## src/hw/rtl/dsce_pkg.sv

```systemverilog
`timescale 1ns / 1ps
// ----------------------------------------------------------------------------
// dsce_pkg
// types, constants and helpers shared by the decimal string converter
// ----------------------------------------------------------------------------
package dsce_pkg;

  typedef struct packed {
    logic [7:0] char_code;
    logic       end_of_string;
  } in_item_t;

  typedef struct packed {
    logic        status;
    logic [1:0]  kind;
    logic        negative;
    logic [63:0] coeff_high;
    logic [63:0] coeff_low;
    logic [31:0] exponent;
  } out_item_t;

  localparam logic [1:0] KIND_NORMAL = 2'd0;
  localparam logic [1:0] KIND_INF    = 2'd1;
  localparam logic [1:0] KIND_NAN    = 2'd2;

  localparam logic [3:0] TOK_START = 4'd0;
  localparam logic [3:0] TOK_INF   = 4'd3;
  localparam logic [3:0] TOK_PINF  = 4'd7;
  localparam logic [3:0] TOK_NINF  = 4'd11;
  localparam logic [3:0] TOK_NAN   = 4'd14;
  localparam logic [3:0] TOK_DEAD  = 4'd15;

  localparam logic [127:0] MAX128 = {128{1'b1}};
  localparam logic [127:0] LIM128 = MAX128 / 128'd10;

  // ceil(2^23 / 10): exact quotient by ten for numerators below 2^22
  localparam logic [19:0] RECIP10 = 20'd838861;

  // snapshot of a finished parse, handed to the back end
  typedef struct packed {
    logic [1:0]   kind;
    logic         special_neg;
    logic         error;
    logic         sign;
    logic [127:0] int_acc;
    logic [127:0] frac_acc;
    logic [31:0]  int_extra;
    logic [31:0]  frac_cnt;
    logic         exp_neg;
    logic [31:0]  exp_val;
  } job_t;

  typedef enum logic [2:0] {
    PH_WS, PH_MANT, PH_ESIGN, PH_EDIG, PH_DONE, PH_STOP
  } phase_e;

  typedef enum logic [2:0] {
    BK_IDLE, BK_SCALE, BK_FDIV, BK_MERGE, BK_FIX, BK_EXP, BK_OUT
  } back_e;

  function automatic logic [127:0] mul10(input logic [127:0] a);
    return {a[124:0], 3'b000} + {a[126:0], 1'b0};
  endfunction

  function automatic logic [3:0] tok_next(input logic [3:0] s, input logic [7:0] c);
    logic [7:0] l;
    logic [3:0] r;
    l = (c >= 8'h41 && c <= 8'h5a) ? c + 8'd32 : c;
    r = TOK_DEAD;
    case (s)
      4'd0: begin
        if (l == "i") r = 4'd1;
        else if (l == "+") r = 4'd4;
        else if (l == "-") r = 4'd8;
        else if (l == "n") r = 4'd12;
      end
      4'd1, 4'd5, 4'd9: if (l == "n") r = s + 4'd1;
      4'd2, 4'd6, 4'd10: if (l == "f") r = s + 4'd1;
      4'd4, 4'd8: if (l == "i") r = s + 4'd1;
      4'd12: if (l == "a") r = 4'd13;
      4'd13: if (l == "n") r = 4'd14;
      default: r = TOK_DEAD;
    endcase
    return r;
  endfunction

endpackage

```

## src/hw/rtl/dsce_queue.sv

```systemverilog
`timescale 1ns / 1ps
// ----------------------------------------------------------------------------
// dsce_queue
// two-entry job queue between scanner and number builder
// ----------------------------------------------------------------------------
module dsce_queue (
  input  logic           clk_i,
  input  logic           rst_ni,
  input  logic           push_i,
  input  dsce_pkg::job_t push_data_i,
  output logic           ready_o,
  output logic           pop_valid_o,
  output dsce_pkg::job_t pop_data_o,
  input  logic           pop_i
);

  dsce_pkg::job_t mem_q [2];
  logic           wp_q, rp_q;
  logic [1:0]     cnt_q;

  assign ready_o     = cnt_q != 2'd2;
  assign pop_valid_o = cnt_q != 2'd0;
  assign pop_data_o  = mem_q[rp_q];

  always_ff @(posedge clk_i or negedge rst_ni) begin
    if (!rst_ni) begin
      wp_q <= 1'b0;
      rp_q <= 1'b0;
      cnt_q <= 2'd0;
    end else begin
      if (push_i) wp_q <= !wp_q;
      if (pop_i) rp_q <= !rp_q;
      cnt_q <= cnt_q + {1'b0, push_i} - {1'b0, pop_i};
    end
  end

  always_ff @(posedge clk_i) begin
    if (push_i) mem_q[wp_q] <= push_data_i;
  end

endmodule

```

## config.mk

```make
export PLATFORM = sky130hd
export DESIGN_NAME = dsce_queue
export DESIGN_NICKNAME = d
export VERILOG_FILES = /design/src/hw/rtl/dsce_pkg.sv /design/src/hw/rtl/dsce_queue.sv
export SDC_FILE = /design/constraint.sdc
export NUM_CORES = 1
export LEC_CHECK = 0
export BUFFER_PORTS_ARGS = -buffer_cell sky130_fd_sc_hd__buf_4
export CAP_MARGIN = 0
export CORE_MARGIN = 4
export CORE_UTILIZATION = 25
export DETAILED_ROUTE_END_ITERATION = 10
export PLACE_DENSITY_LB_ADDON = 0.08
export SLEW_MARGIN = 20
export SYNTH_ARGS = -nofsm -noshare
export SYNTH_HDL_FRONTEND = slang
export SYNTH_SLANG_ARGS = --single-unit
```

## constraint.sdc

```tcl
create_clock -name clk_i -period 21.3 [get_ports clk_i]
set_input_delay 1.065 -clock clk_i [delete_from_list [all_inputs] [get_ports clk_i]]
set_output_delay 1.065 -clock clk_i [all_outputs]
set_load 0.05 [all_outputs]
```

# Yosys cells after proc, flatten, opt, wreduce, memory -nomap -nowiden
# Memory sizes are Yosys's and may differ from the RTL's.
# Index checks and enable logic that the tools add are counted.
[op_classes]
n_shift = 0
order_cmp = 0
n_reduce_logical = 3
n_eq_ne = 1
n_mul = 0
muxes = 2
div_mod_pow = 0
bitwise = 0
add_sub_neg = 2
[ops]
columns = ["op", "count"]
rows = [
  ["$add A2 B1 Y2", 1],
  ["$logic_not A1 Y1", 2],
  ["$mux W1", 2],
  ["$ne A2 B2 Y1 const B", 1],
  ["$reduce_bool A2 Y1", 1],
  ["$sub A2 B1 Y2", 1],
]
[word_totals]
memories = 1
reg_bits = 4
out_inout_bits = 360
ramBits = 716
romBits = 0
latchBits = 0
[memory_table]
columns = ["name", "depth", "word_bits", "rd", "rd_ports_with_merged_regs", "wr", "line", "rtl"]
rows = [
  ["mem_q", 2, 358, 1, 0, 1, "dsce_queue.sv:17", "dsce_pkg::job_t mem_q [2];"],
]

# Depth between registers and ports, before layout
[depth]
depth_word = 2
depth_mapped = 5

# Worst setup path before layout
# No wires, ideal clock.
[synth_path]
path_kind = "input -> register"
startpoint = "input push_i"
endpoint = "memory mem_q[0][0] (netlist name), enable pin"
arrival_ps = 16437
setup_slack_ps = 3734
stages = 1
setup_time_ps = 1128
path_cell_list = "nor2b_1"
[synth_between]
elab_chain_cells = 2
[synth_rtl]
columns = ["item", "line", "rtl"]
rows = [
  ["start: declaration", "dsce_queue.sv:9", "input logic push_i,"],
  ["$mux W1", "dsce_queue.sv:38", "if (push_i) mem_q[wp_q] <= push_data_i;"],
  ["$mux W1 (implied by the code)", "dsce_queue.sv:38", ""],
  ["end: declaration", "dsce_queue.sv:17", ""],
]
# No other way between the ends.

==> flow_summary.ini <==
[die]
floorplan.die.width_um = 339
floorplan.rows = 121
floorplan.io_pins = 722
initial_core_util = 0.251
fp.dieH_um = 339
dieArea_um2 = 115000
core_area_um2 = 109000

[timing]
crit_share_post_route = 0.279
finalMaxSlewViolations = 0
unrepaired_setup_endpoints_after_global_routing = no
worst_hold_slack_ns = 0.210
achievable-frequency_mhz = 168
setup_total_negative_slack_ns = 0
finalSetupViolations = 0
post-route-worst-setup-slack_ns = 15.35
worst_max_slew_margin_expressed_relative_to_the_limit = 0.250
timing_worst_slew_pin_value_ns = 1.13
period_minus_slack_ns = 5.95
final-hold-violation-count = 0
clock-skew-final_ns = 0.0278

[critical_path]
critical_path_buf_inv_count = 4
worst-endpoint-required_ns = 20.24
critPathTopFamily = buffers and inverters
worstPathArrival_ns = 4.88
critPathCaptureType = output pin
worstSetupPathType = reg -> out
cpMaxStageDelayCell = sky130_fd_sc_hd__dfrtp_4
path_common_cell = sky130_fd_sc_hd__buf_4
critical_path.max_fanout = 59
timing.critical_path.from_type = flip-flop
crit_chain = buf_4 -> buf_4 -> buf_4 -> mux2_4 -> buf_4
critPathMaxStageDelay_ns = 1.06

[outcome]
outcome = finished, final reports clean

[cts]
hold_buffers = 0
cts_tree = done
clkLatencyLatePin_ns = 0.64
cts_max_level = 3
clkTransAtPathRegs_ns = 0.06
number_of_instances_resized_during_post_cts_repair = 0
cts-buffers-inserted = 85
clock_path_buffers = 3
cts.repair_timing.setup_buffer_count = 0
ctsRootBufferMaster = sky130_fd_sc_hd__clkbuf_16
numClockSinks = 720

[logic_synthesis]
synth.cell_area_um2 = 27300
yosysWarnings = 0
ys_seq_area_frac = 0.790
synth_fp_nets = 1493
postSynthRegisterBits = 720
post_synth_inst_count = 1129
synthDistinctLibCells = 15
avgSynthCellArea_um2 = 24.2

[power_and_ir_drop]
peakVddDrop_mv = 0.0938
total_power_mw = 5.91
p_leak_nw = 14.4
pwr_density_cell_nw_per_um2 = 160

[place]
hpwlAfterDp_um = 54100
globalplace.congestion = 0.756
port-buffer-count = 721
post-place-ws_ns = 15.89

[route]
routed_via_density = 3.96
routed_wirelength_um = 76300
num_vias = 13500
dr.pass1.iters = 4
initialDrtViolationCount = 531
drt-wirelength-per-cell_um = 22.4
antenna_left = 0
route.detailed.drc = 0

[global_routing]
grt.busiest_layer = met2
grt_max_degree = 160
grt_pass1_wl_um = 107000
grt_util_met2 = 0.238
vias_in_the_first_global_route = 15000
global_route.usage.met1 = 0.124
track_usage = 0.129
antenna_found_initial = 23
grt_overflow = 0
grt.met3_usage = 0.0551

[finish]
nets = 2274
flow.area_growth_from_synthesis_pct = 34.9
fraction_of_final_layout_cells_sized_beyond_drive_strength_1 = 0.611

[worst_hold_path]
hold_class = in -> async

[run]
cap_violations = 0
==> cells by family after synthesis <==
group         Yosys count  share of synthesized area
simple gates            4                   0.000916
xor+xnor                3                    0.00151
fa+ha+maj               2                   0.000915
mux                   358                      0.189
buf+inv                42                     0.0176
flops                 720                      0.790
==> cell usage in the layout (no fill, tap or decap) <==
cell type                    synthesis  layout
sky130_fd_sc_hd__and2_4              0       1
sky130_fd_sc_hd__buf_12              0       3
sky130_fd_sc_hd__buf_4               0     731
sky130_fd_sc_hd__bufinv_16           0       5
sky130_fd_sc_hd__clkbuf_1            0      19
sky130_fd_sc_hd__clkbuf_16           0      86
sky130_fd_sc_hd__clkinv_1            0      24
sky130_fd_sc_hd__clkinv_16           0       1
sky130_fd_sc_hd__clkinv_2            0      14
sky130_fd_sc_hd__clkinv_8            0       2
sky130_fd_sc_hd__clkinvlp_4          0       1
sky130_fd_sc_hd__dfrtp_1             4       3
sky130_fd_sc_hd__dfrtp_4             0       1
sky130_fd_sc_hd__diode_2             0      17
sky130_fd_sc_hd__edfxtp_1          716     716
sky130_fd_sc_hd__ha_1                2       2
sky130_fd_sc_hd__inv_1               2       2
sky130_fd_sc_hd__inv_16              0       1
sky130_fd_sc_hd__inv_6               0       2
sky130_fd_sc_hd__mux2_2             58      58
sky130_fd_sc_hd__mux2_4            300     300
sky130_fd_sc_hd__nand2b_1            1       1
sky130_fd_sc_hd__nor2b_4             0       1
sky130_fd_sc_hd__or2_2               1       1
sky130_fd_sc_hd__xor2_1              2       2
sky130_fd_sc_hd__xor3_1              1       1
==> path summary, 6_finish.rpt <==
path,start,endpoint,slack [ns],cells after the start
setup / recovery,rp_q,pop_data_o[239],15.35,5
hold / removal,rst_ni,cnt_q[1],0.21,1
setup reg to reg,wp_q,mem_q[1][150],18.03,3
hold reg to reg,wp_q,wp_q,0.54,1
max in group asynchronous,rst_ni,rp_q,20.97,1
min in group clk_i,wp_q,wp_q,0.54,1
==> cell usage after synthesis, drive strengths merged <==
master | number | area, µm²
and2 | 1 | 6.26
buf | 40 | 474
dfrtp | 4 | 100
edfxtp | 716 | 21500
ha | 2 | 25.0
inv | 2 | 7.51
mux2 | 358 | 5160
nand2b | 1 | 6.26
nor2b | 1 | 6.26
or2 | 1 | 6.26
xor2 | 2 | 17.5
xor3 | 1 | 23.8
==> cell type report <==
type / count / area [µm²]
fillers: 10500 / 71800
repair buffers: 734 / 5550
clock buffers: 105 / 2220
flip-flops and latches: 720 / 21600
well taps: 1414 / 1770
inverters: 2 / 7.51
multi-input cells: 367 / 5260
diodes: 17 / 42.5
clock inverters: 50 / 418
==> metal layers <==
layer  up-vias  wire length [µm]
li1       6118                 -
met1      6748             25600
met2       477             41400
met3       140              6630
met4        10              2640
met5         -                62
==> report_power, final <==
part	total, mW	switching (mW)	leakage [nW]	internal (mW)
combinational	2.56	1.67	6.30	0.895
clock	1.37	0.569	1.29	0.803
sequential	1.98	0.0963	6.77	1.88
total	5.91	2.33	14.4	3.58
==> sequential cells by signal, summed over array words and instances, names as in the netlist <==
register	cells
cnt_q	2
rp_q	1
wp_q	1
mem_q	716
==> per-stage QoR <==
stage	instances	cell area, µm²	utilization
2_1_floorplan	1129	27300	-
3_3_place_gp	3237	34200	0.315
3_5_place_dp	3237	34200	0.315
4_1_cts	3392	36800	0.339
5_1_grt	3405	36900	0.339
6_report	3409	36900	0.339
Note: power is estimated with default switching activity, not from simulation.
